--- src/sv/bdeq_pkg.sv ---
// bdeq_pkg: shared types and constants for the bounded double-ended queue
// holds operation and status codes and the per-row control struct of the cell chain
// no dependencies
package bdeq_pkg;

  // operation codes carried by an input beat
  typedef enum logic [1:0] {
    OP_PUSH_BACK  = 2'd0,
    OP_PUSH_FRONT = 2'd1,
    OP_POP_FRONT  = 2'd2,
    OP_POP_BACK   = 2'd3
  } op_t;

  // status codes carried by a result beat
  typedef enum logic [1:0] {
    ST_DONE      = 2'd0,
    ST_POP_EMPTY = 2'd1,
    ST_PUSH_FULL = 2'd2
  } status_t;

  localparam int unsigned DATA_W  = 32;
  localparam int unsigned COUNT_W = 5;

  // value shown for front and back when nothing is held
  localparam logic signed [DATA_W-1:0] EMPTY_READ = -32'sd1;

  // control for one row of the chain, one hot or all low
  typedef struct packed {
    logic shr;  // shift towards the far end, new entry at cell 0
    logic shl;  // shift towards cell 0, cell 0 entry dropped
    logic wr;   // write the push value into the cell at the fill level
  } chain_ctl_t;

endpackage

--- src/sv/bounded_double_ended_queue_unit.sv ---
// Bounded double-ended queue of DEPTH signed 32-bit entries. One operation
// (push back, push front, pop front, pop back) is taken per cycle: busy stays
// low, so a start beat is accepted at every edge where start is high. Each
// accepted beat gives exactly one result beat on the next cycle, marked by
// out_valid for one cycle; the result must be captured then. The store is a
// chain of DEPTH cells with two rows, one ordered from the front and one
// from the back, so every operation is a row shift, a local write or both,
// and front and back are always at cell 0. No clearing pass after reset.
// A push on full or a pop on empty leaves the queue as it is and is flagged.
// depends on bdeq_pkg and bdeq_cell
module bounded_double_ended_queue_unit #(
  parameter int unsigned DEPTH = 16
) (
  input  logic                               clk,
  input  logic                               rst_n,
  input  logic                               start,
  output logic                               busy,
  input  logic [1:0]                         in_op,
  input  logic signed [31:0]                 in_value,
  output logic                               out_valid,
  output logic [1:0]                         out_status,
  output logic [4:0]                         out_count,
  output logic                               out_is_empty,
  output logic signed [31:0]                 out_front_value,
  output logic signed [31:0]                 out_back_value
);

  localparam int unsigned CNT_W = $clog2(DEPTH + 1);

  logic [CNT_W-1:0]           count_r;
  logic [CNT_W-1:0]           count_nxt;
  logic                       full;
  logic                       empty;
  bdeq_pkg::op_t              op;
  bdeq_pkg::status_t          status_nxt;
  bdeq_pkg::chain_ctl_t       a_ctl;
  bdeq_pkg::chain_ctl_t       b_ctl;

  logic signed [31:0]         a_q [DEPTH];
  logic signed [31:0]         b_q [DEPTH];
  logic signed [31:0]         front_nxt;
  logic signed [31:0]         back_nxt;

  logic                       out_valid_r;
  bdeq_pkg::status_t          status_r;
  logic [4:0]                 out_count_r;
  logic                       is_empty_r;
  logic signed [31:0]         front_r;
  logic signed [31:0]         back_r;

  assign busy  = 1'b0;
  assign op    = bdeq_pkg::op_t'(in_op);
  assign full  = (count_r == CNT_W'(DEPTH));
  assign empty = (count_r == '0);

  // operation decode into row controls
  always_comb begin
    a_ctl      = '0;
    b_ctl      = '0;
    count_nxt  = count_r;
    status_nxt = bdeq_pkg::ST_DONE;
    if (start) begin
      unique case (op)
        bdeq_pkg::OP_PUSH_BACK: begin
          if (full) begin
            status_nxt = bdeq_pkg::ST_PUSH_FULL;
          end else begin
            a_ctl.wr  = 1'b1;
            b_ctl.shr = 1'b1;
            count_nxt = count_r + 1'b1;
          end
        end
        bdeq_pkg::OP_PUSH_FRONT: begin
          if (full) begin
            status_nxt = bdeq_pkg::ST_PUSH_FULL;
          end else begin
            a_ctl.shr = 1'b1;
            b_ctl.wr  = 1'b1;
            count_nxt = count_r + 1'b1;
          end
        end
        bdeq_pkg::OP_POP_FRONT: begin
          if (empty) begin
            status_nxt = bdeq_pkg::ST_POP_EMPTY;
          end else begin
            a_ctl.shl = 1'b1;
            count_nxt = count_r - 1'b1;
          end
        end
        bdeq_pkg::OP_POP_BACK: begin
          if (empty) begin
            status_nxt = bdeq_pkg::ST_POP_EMPTY;
          end else begin
            b_ctl.shl = 1'b1;
            count_nxt = count_r - 1'b1;
          end
        end
        default: begin
          status_nxt = bdeq_pkg::ST_DONE;
        end
      endcase
    end
  end

  // the cell chain
  genvar i;
  generate
    for (i = 0; i < DEPTH; i++) begin : g_cell
      if (i == 0) begin : g_head
        bdeq_cell #(.IDX(i), .CNT_W(CNT_W)) u_cell (
          .clk     (clk),
          .a_ctl   (a_ctl),
          .b_ctl   (b_ctl),
          .count   (count_r),
          .ins     (in_value),
          .a_left  (in_value),
          .a_right (a_q[1]),
          .b_left  (in_value),
          .b_right (b_q[1]),
          .a_q     (a_q[0]),
          .b_q     (b_q[0]),
          .a_nxt   (front_nxt),
          .b_nxt   (back_nxt)
        );
      end else if (i == DEPTH - 1) begin : g_tail
        bdeq_cell #(.IDX(i), .CNT_W(CNT_W)) u_cell (
          .clk     (clk),
          .a_ctl   (a_ctl),
          .b_ctl   (b_ctl),
          .count   (count_r),
          .ins     (in_value),
          .a_left  (a_q[i-1]),
          .a_right (a_q[i]),
          .b_left  (b_q[i-1]),
          .b_right (b_q[i]),
          .a_q     (a_q[i]),
          .b_q     (b_q[i]),
          .a_nxt   (),
          .b_nxt   ()
        );
      end else begin : g_mid
        bdeq_cell #(.IDX(i), .CNT_W(CNT_W)) u_cell (
          .clk     (clk),
          .a_ctl   (a_ctl),
          .b_ctl   (b_ctl),
          .count   (count_r),
          .ins     (in_value),
          .a_left  (a_q[i-1]),
          .a_right (a_q[i+1]),
          .b_left  (b_q[i-1]),
          .b_right (b_q[i+1]),
          .a_q     (a_q[i]),
          .b_q     (b_q[i]),
          .a_nxt   (),
          .b_nxt   ()
        );
      end
    end
  endgenerate

  // fill level and result valid flag
  always_ff @(posedge clk) begin
    if (!rst_n) begin
      count_r     <= '0;
      out_valid_r <= 1'b0;
    end else begin
      count_r     <= count_nxt;
      out_valid_r <= start;
    end
  end

  // result register
  always_ff @(posedge clk) begin
    status_r    <= status_nxt;
    out_count_r <= 5'(count_nxt);
    is_empty_r  <= (count_nxt == '0);
    front_r     <= (count_nxt == '0) ? bdeq_pkg::EMPTY_READ : front_nxt;
    back_r      <= (count_nxt == '0) ? bdeq_pkg::EMPTY_READ : back_nxt;
  end

  assign out_valid       = out_valid_r;
  assign out_status      = status_r;
  assign out_count       = out_count_r;
  assign out_is_empty    = is_empty_r;
  assign out_front_value = front_r;
  assign out_back_value  = back_r;

endmodule

--- src/sv/bdeq_cell.sv ---
// bdeq_cell: one cell of the deque chain, holding one entry of each row
// row a keeps the front at cell 0, row b keeps the back at cell 0
// depends on bdeq_pkg
module bdeq_cell #(
  parameter int unsigned IDX   = 0,
  parameter int unsigned CNT_W = 5
) (
  input  logic                                 clk,
  input  bdeq_pkg::chain_ctl_t                 a_ctl,
  input  bdeq_pkg::chain_ctl_t                 b_ctl,
  input  logic [CNT_W-1:0]                     count,
  input  logic signed [bdeq_pkg::DATA_W-1:0]   ins,
  input  logic signed [bdeq_pkg::DATA_W-1:0]   a_left,
  input  logic signed [bdeq_pkg::DATA_W-1:0]   a_right,
  input  logic signed [bdeq_pkg::DATA_W-1:0]   b_left,
  input  logic signed [bdeq_pkg::DATA_W-1:0]   b_right,
  output logic signed [bdeq_pkg::DATA_W-1:0]   a_q,
  output logic signed [bdeq_pkg::DATA_W-1:0]   b_q,
  output logic signed [bdeq_pkg::DATA_W-1:0]   a_nxt,
  output logic signed [bdeq_pkg::DATA_W-1:0]   b_nxt
);

  logic signed [bdeq_pkg::DATA_W-1:0] a_r;
  logic signed [bdeq_pkg::DATA_W-1:0] b_r;
  logic                               at_fill;

  // this cell sits just past the last held entry
  assign at_fill = (count == CNT_W'(IDX));

  // row a next value
  always_comb begin
    priority if (a_ctl.shr) begin
      a_nxt = a_left;
    end else if (a_ctl.shl) begin
      a_nxt = a_right;
    end else if (a_ctl.wr && at_fill) begin
      a_nxt = ins;
    end else begin
      a_nxt = a_r;
    end
  end

  // row b next value
  always_comb begin
    priority if (b_ctl.shr) begin
      b_nxt = b_left;
    end else if (b_ctl.shl) begin
      b_nxt = b_right;
    end else if (b_ctl.wr && at_fill) begin
      b_nxt = ins;
    end else begin
      b_nxt = b_r;
    end
  end

  // entry storage, no reset needed
  always_ff @(posedge clk) begin
    a_r <= a_nxt;
    b_r <= b_nxt;
  end

  assign a_q = a_r;
  assign b_q = b_r;

endmodule

--- config.mk ---
export PLATFORM = sky130hd
export DESIGN_NAME = bounded_double_ended_queue_unit
export DESIGN_NICKNAME = d
export VERILOG_FILES = /design/src/sv/bdeq_pkg.sv /design/src/sv/bounded_double_ended_queue_unit.sv /design/src/sv/bdeq_cell.sv
export SDC_FILE = /design/constraint.sdc
export NUM_CORES = 2
export LEC_CHECK = 0
export BUFFER_PORTS_ARGS = -buffer_cell sky130_fd_sc_hd__buf_2
export CAP_MARGIN = 15
export CORE_MARGIN = 5
export CORE_UTILIZATION = 33
export CTS_CLUSTER_DIAMETER = 30
export CTS_CLUSTER_SIZE = 40
export DETAILED_ROUTE_END_ITERATION = 7
export HOLD_SLACK_MARGIN = 0.15
export SKIP_LAST_GASP = 1
export SYNTH_ARGS = -nofsm -noshare
export SYNTH_HDL_FRONTEND = slang
export SYNTH_HIERARCHICAL = 1
export SYNTH_SLANG_ARGS = --single-unit
--- constraint.sdc ---
create_clock -name clk -period 5.6 [get_ports clk]
set_clock_uncertainty 0.2 [all_clocks]
set_input_delay 1.12 -clock clk [delete_from_list [all_inputs] [get_ports clk]]
set_output_delay 1.12 -clock clk [all_outputs]
set_load 0.05 [all_outputs]
=== Word-level counts from Yosys, hierarchy flattened ===
Index checks and enable logic that the tools add are counted.

* Flip-flop bits (word level): 1102
* Bits in latches: 0
* Memory bits (writable): 0
* Memory bits (read-only): 0
* Input port bits: 37
* Output and inout bits: 74
* Logic and storage cells: 242
* Memories kept: 0

* $add $sub $neg: 2
* $mul: 0
* Div/mod/pow operators: 0
* Magnitude comparators: 0
* Eq/ne operators: 21
* Shifts and indexed selects: 0
* Multiplexer cells: 111
* Bitwise gates (word level): 0
* Reductions and logical operators: 69

{| class="wikitable"
|+ Operators with widths
! kind !! count
|-
| $mux 32 || 96
|-
| $reduce_bool 3->1 || 28
|-
| $eq 5x4->1 const B || 8
|-
| $logic_and 1x1->1 || 32
|-
| $eq 5x3->1 const B || 4
|-
| $mux 5 || 3
|-
| $eq 5x2->1 const B || 2
|-
| $logic_not 5->1 || 2
|-
| $pmux 5 s2 || 1
|-
| $mux 1 || 7
|-
| $mux 3 || 2
|-
| $add 5x1->5 const B || 1
|-
| $eq 5x1->1 const B || 1
|-
| $eq 5x5->1 const B || 1
|-
| $sub 5x1->5 const B || 1
|-
| $eq 2x2->1 const B || 2
|-
| $ne 2x1->1 const B || 2
|-
| $pmux 2 s2 || 1
|-
| $reduce_and 2->1 || 2
|-
| $reduce_bool 2->1 || 2
|-
| $reduce_or 2->1 || 2
|-
| $eq 2x1->1 const B || 1
|-
| $logic_not 2->1 || 1
|-
| $mux 2 || 1
|}

=== Logic depth before layout (Yosys ltp) ===
* Depth in word-level cells: 8
* Gate-level depth with buffers: 12
* Mapped depth without buffers: 10

=== Cells and area by module ===
Netlist, hierarchy kept.

{| class="wikitable"
|+ Modules (own cells, without submodules)
! module !! times used !! cells an instance !! area each (um2) !! sequential area each (um2)
|-
| bdeq_cell at g_cell[10].g_mid.u_cell ... || 4 || 452 || 3432.0 || 1281.2
|-
| bdeq_cell at g_cell[11].g_mid.u_cell ... || 2 || 481 || 3662.3 || 1281.2
|-
| bdeq_cell at g_cell[4].g_mid.u_cell ... || 2 || 481 || 3636.0 || 1281.2
|-
| bdeq_cell at g_cell[13].g_mid.u_cell ... || 2 || 451 || 3564.7 || 1281.2
|-
| bdeq_cell at g_cell[1].g_mid.u_cell ... || 2 || 452 || 3468.3 || 1281.2
|-
| bdeq_cell at g_cell[0].g_head.u_cell || 1 || 483 || 3662.3 || 1281.2
|-
| bdeq_cell at g_cell[3].g_mid.u_cell || 1 || 452 || 3558.4 || 1281.2
|-
| bdeq_cell at g_cell[12].g_mid.u_cell || 1 || 452 || 3533.4 || 1281.2
|-
| bdeq_cell at g_cell[15].g_tail.u_cell || 1 || 451 || 3505.9 || 1281.2
|-
| bounded_double_ended_queue_unit || 1 || 221 || 2558.7 || 1561.5
|}

=== Worst setup path before layout ===
No wires, ideal clock.

* Kind: input-to-reg
* Start point: input start
* End point: register front_r[10] (netlist: out_front_value[10])
* Setup time: 0.071 ns
* Arrival: 4.011 ns
* Data required time: 5.329 ns
* Setup slack: 1.318 ns
* Stages: 11
* Buffers on the path: 3
* Cell sequence: clkbuf_1 -> inv_1 -> nor2_1 -> nand2_1 -> nor2_1 -> clkbuf_1 -> nand2b_1 -> clkbuf_1 -> o22ai_1 -> a21oi_1 -> o21bai_1

{| class="wikitable"
|+ RTL lines
! element !! RTL line !! text
|-
| start, declared || bounded_double_ended_queue_unit.sv:16 || <nowiki>input logic start,</nowiki>
|-
| end signal, assigned || bounded_double_ended_queue_unit.sv:177 || <nowiki>front_r <= (count_nxt == '0) ? bdeq_pkg::EMPTY_READ : front_nxt;</nowiki>
|-
| end, declared || bounded_double_ended_queue_unit.sv:48 || <nowiki>logic signed [31:0] front_r;</nowiki>
|}

==> reports/qor.tcl <==
set qor(cells_after_synth) 7597
set qor(max_capacitance_violation_count) 0
set qor(r2r_setup_slack_ns) 1.85
set qor(fp.dieH_um) 434
set qor(maximum_vdd_ir_drop_mv) 0.309
set qor(postCtsHoldBufs) 0
set qor(initial_utilization_pct) 33.2
set qor(dieArea_um2) 188000
set qor(clockBufferDepth) 3
set qor(firstDrtPassIters) 8
set qor(number_of_buffers_inserted_to_repair_setup_after_cts) 0
set qor(routed.top_layer) {met5}
set qor(cts_tree) {done}
set qor(hold_wc_path_type) {reg2reg}
set qor(grt_setup_unrepaired) {false}
set qor(global_route.overflow_total) 0
set qor(min_period_over_period_pct) 67.0
set qor(layout.filler_cells) 17913
set qor(timing.hold.worst_path_depth) 2
set qor(pwr_density_cell_nw_per_um2) 602
set qor(crit_type) {reg2reg}
set qor(viasPerCell) 6.68
set qor(totalWireLength_um) 271000
set qor(synth.distinct_cells) 57
set qor(detailroute.via_count) 65931
set qor(grt_pass1_vias) 62042
set qor(violation_count_after_the_first_detailed_route_iteration) 9132
set qor(number_of_endpoints_failing_setup_at_the_final_stage) 0
set qor(count_of_flip_flops_with_a_built_in_enable_after_synthesis) 0
set qor(worst_skew_pair_latency_ns) 0.87
set qor(io_pins) 111
set qor(min_delay_worst_endpoint) {g_cell[15].g_tail.u_cell/b_q[30]$_DFF_P_}
set qor(dpl_worst_slack_ns) 1.34
set qor(syn2layout_area_growth_pct) 17.0
set qor(cts_htree_levels) 4
set qor(worst_r2r_path_cells) 9
set qor(route.layer.met1.wl_um) 101000
set qor(timing_max_transition_violations_final) 0
set qor(layout_common_cells) {a21oi_1, dfxtp_1, o22ai_1}
set qor(timing.critical_path.to_type) {flop}
set qor(min_period_ns) 3.75
set qor(cell_breakdown_of_the_critical_path) {inv_1 -> ha_1 -> or4b_4 -> nand3_1 -> nor2_4 -> nand2b_1 -> buf_16 -> o22ai_1 -> a31oi_1}
set qor(fp.dieW_um) 434
set qor(clk_pin_slew_worst_paths_ns) 0.05
set qor(synth_seq_area_share_pct) 37.3
set qor(worstPathArrival_ns) 4.28
set qor(post_drt_wl_per_cell_um) 27.4
set qor(final_layout_size_suffix_gt1_share_pct) 12.2
set qor(ys_seq_elements) 1102
set qor(route.antenna.remaining_nets) 0
set qor(gp_routability_congestion) 0.953
set qor(synth.yosys.warnings) 6
set qor(fin_nets) 7333
set qor(synth_nets) 7636
set qor(grtUsageTotal_pct) 27.0
set qor(placementRows) 155
set qor(route.detailed.drc) 0
set qor(hold_violations) 0
set qor(async_flop_share_pct) 0
set qor(cts.root.buffer_cell) {clkbuf_16}
set qor(numPortBuffers) 109
set qor(yosysTopAreaCell) {dfxtp_1}
set qor(achievable-frequency_mhz) 266
set qor(critPathRequiredTime_ns) 6.13
set qor(place_hpwl_um) 177000
set qor(hold_start) {g_cell[15].g_tail.u_cell/b_q[30]$_DFF_P_}
set qor(fin_setup_tns_ns) 0
set qor(syn_area_per_cell_um2) 7.79
set qor(layout_commonest_cell) {a21oi_1}
set qor(global_route_wire_length_before_repair_um) 397000
set qor(tritoncts.num_buffers) 240
set qor(cpPeakStageDelay_ns) 1.01
set qor(grt_antenna_before_repair) 9
set qor(post_cts.resized_instances) 0
set qor(run_status) {complete, no violations}
set qor(power_leakage_uw) 0.0258
set qor(max_slew.worst_pin.slew_ns) 1.27
set qor(critPathMaxFanout) 20
set qor(route.met3.wl_um) 28700
set qor(regToRegEndpoint) {g_cell[6].g_mid.u_cell/b_q[6]$_DFF_P_}
set qor(dominantRegCellSynth) {dfxtp_1}
set qor(least_setup_slack_across_all_paths_after_layout_ns) 1.85
set qor(timing.max_slew.rel_slack_pct) 15.6
set qor(design.core.area_um2) 178000
set qor(ys_top_cells_by_area) {dfxtp_1, a21oi_1, o22ai_1}
set qor(startpoint_type) {flop}
set qor(timing.rr.start) {count_r[0]$_SDFF_PN0_}
set qor(critical_path.slowest_cell) {nor2_4}
set qor(post_synth_instance_area_um2) 59200
set qor(maximum_number_of_pins_on_one_net_before_global_route_repair) 177
set qor(met2_wirelength_um) 122000
set qor(yosysTopAreaCellShare_pct) 37.3
set qor(clock_sink_count) 1102
-- state kept, by name, indices dropped and copies added, names as in the netlist --
| name | flops |
|---|---|
| out_count | 5 |
| count_r | 5 |
| out_back_value | 32 |
| g_cell.g_mid.u_cell/b_q | 448 |
| g_cell.g_head.u_cell/b_q | 32 |
| g_cell.g_tail.u_cell/b_q | 32 |
| g_cell.g_head.u_cell/a_q | 32 |
| out_front_value | 32 |
| out_valid | 1 |
| out_is_empty | 1 |
| g_cell.g_tail.u_cell/a_q | 32 |
| g_cell.g_mid.u_cell/a_q | 448 |
| out_status | 2 |
-- per-stage QoR --
stage	hold WS (ns)	cells	utilization [%]	instance area, um2	power (uW)
final	0.286	9868	38.8	69300	41700
after global routing	0.316	9863	38.8	69300	43600
after CTS	0.290	9851	38.7	69000	41600
after detailed placement	0.284	9396	33.8	60300	26400
after global placement	0.262	9391	33.7	60200	25900
after floorplan	0.251	7597	-	59200	22100
-- cell usage after synthesis (3+ instances only) --
| library cell | instances |
|---|---|
| nand2b_1 | 65 |
| a31oi_1 | 705 |
| a21o_1 | 266 |
| clkbuf_2 | 4 |
| or4b_4 | 3 |
| or3b_2 | 31 |
| inv_1 | 197 |
| buf_6 | 83 |
| a21oi_1 | 1346 |
| buf_12 | 8 |
| and4bb_2 | 4 |
| nand4bb_1 | 6 |
| buf_4 | 20 |
| nand3_2 | 4 |
| o21bai_1 | 64 |
| o31a_1 | 319 |
| o21ai_1 | 194 |
| clkbuf_1 | 557 |
| nand3_1 | 437 |
| buf_2 | 204 |
| dfxtp_1 | 1102 |
| nor2_1 | 8 |
| nor2b_1 | 28 |
| nand2_1 | 6 |
| o22ai_1 | 992 |
| clkbuf_8 | 20 |
| and2_1 | 3 |
| buf_8 | 4 |
| inv_2 | 3 |
| nand3b_1 | 3 |
| o21ai_0 | 863 |
| buf_1 | 11 |
-- how the worst max path moves through the flow --
stage / start / endpoint / depth (start not counted)
6_report: count_r[0]$_SDFF_PN0_ / g_cell[6].g_mid.u_cell/b_q[6]$_DFF_P_ / 9
5_1_grt: count_r[0]$_SDFF_PN0_ / g_cell[6].g_mid.u_cell/b_q[13]$_DFF_P_ / 9
4_1_cts: count_r[0]$_SDFF_PN0_ / g_cell[6].g_mid.u_cell/b_q[6]$_DFF_P_ / 9
3_5_place_dp: start / g_cell[8].g_mid.u_cell/b_q[22]$_DFF_P_ / 10
3_3_place_gp: in_op[1] / g_cell[6].g_mid.u_cell/b_q[21]$_DFF_P_ / 6
2_1_floorplan: start / out_front_value[10]$_SDFF_PN1_ / 11
-- critical path: cells and delay by family (launching register included) --
| kind | cells | cell delay, ns |
|---|---|---|
| AO/OA/AOI/OAI | 2 | 0.25 |
| flip-flops | 1 | 0.32 |
| AND/OR/NAND/NOR | 4 | 2.19 |
| buffers and inverters | 2 | 0.41 |
| adder cells (fa/ha/maj) | 1 | 0.22 |
-- kinds of logic (layout without fill, tap and decap cells) --
family	after synthesis	count (layout)	share of synthesized area, %
xor+xnor	2	2	0.0296
simple gates	623	623	6.10
flops	1102	1102	37.3
fa+ha+maj	2	2	0.0423
buf+inv	1111	1021	9.30
other cells	1	7	0.00633
compound gates	4754	4754	47.2
mux	2	2	0.0338
-- metal layers --
metal / track usage [%] / vias to the layer above
li1: - / 29001
met1: 32.6 / 31921
met5: 0 / -
met4: 16.8 / 10
met3: 7.58 / 980
met2: 42.4 / 4019
-- layout make-up --
cell class / instances / area [um2] / area share, %
sequential: 1102 / 22100 / 31.8
inverter: 200 / 751 / 1.08
timing repair buffer: 366 / 2950 / 4.26
clock buffer: 299 / 6670 / 9.62
tap: 2355 / 2950 / 4.25
clock inverter: 156 / 2080 / 3.00
antenna: 6 / 15.0 / 0.0217
multi-input combinational: 5384 / 31800 / 45.9
-- report_power, final --
part	total (uW)	leakage, uW	switching [uW]	internal (uW)
Combinational	9240	0.0123	5420	3820
Sequential	17300	0.00928	5180	12100
Clock	15200	0.00427	5010	10200
(Power assumes the default switching activity.)
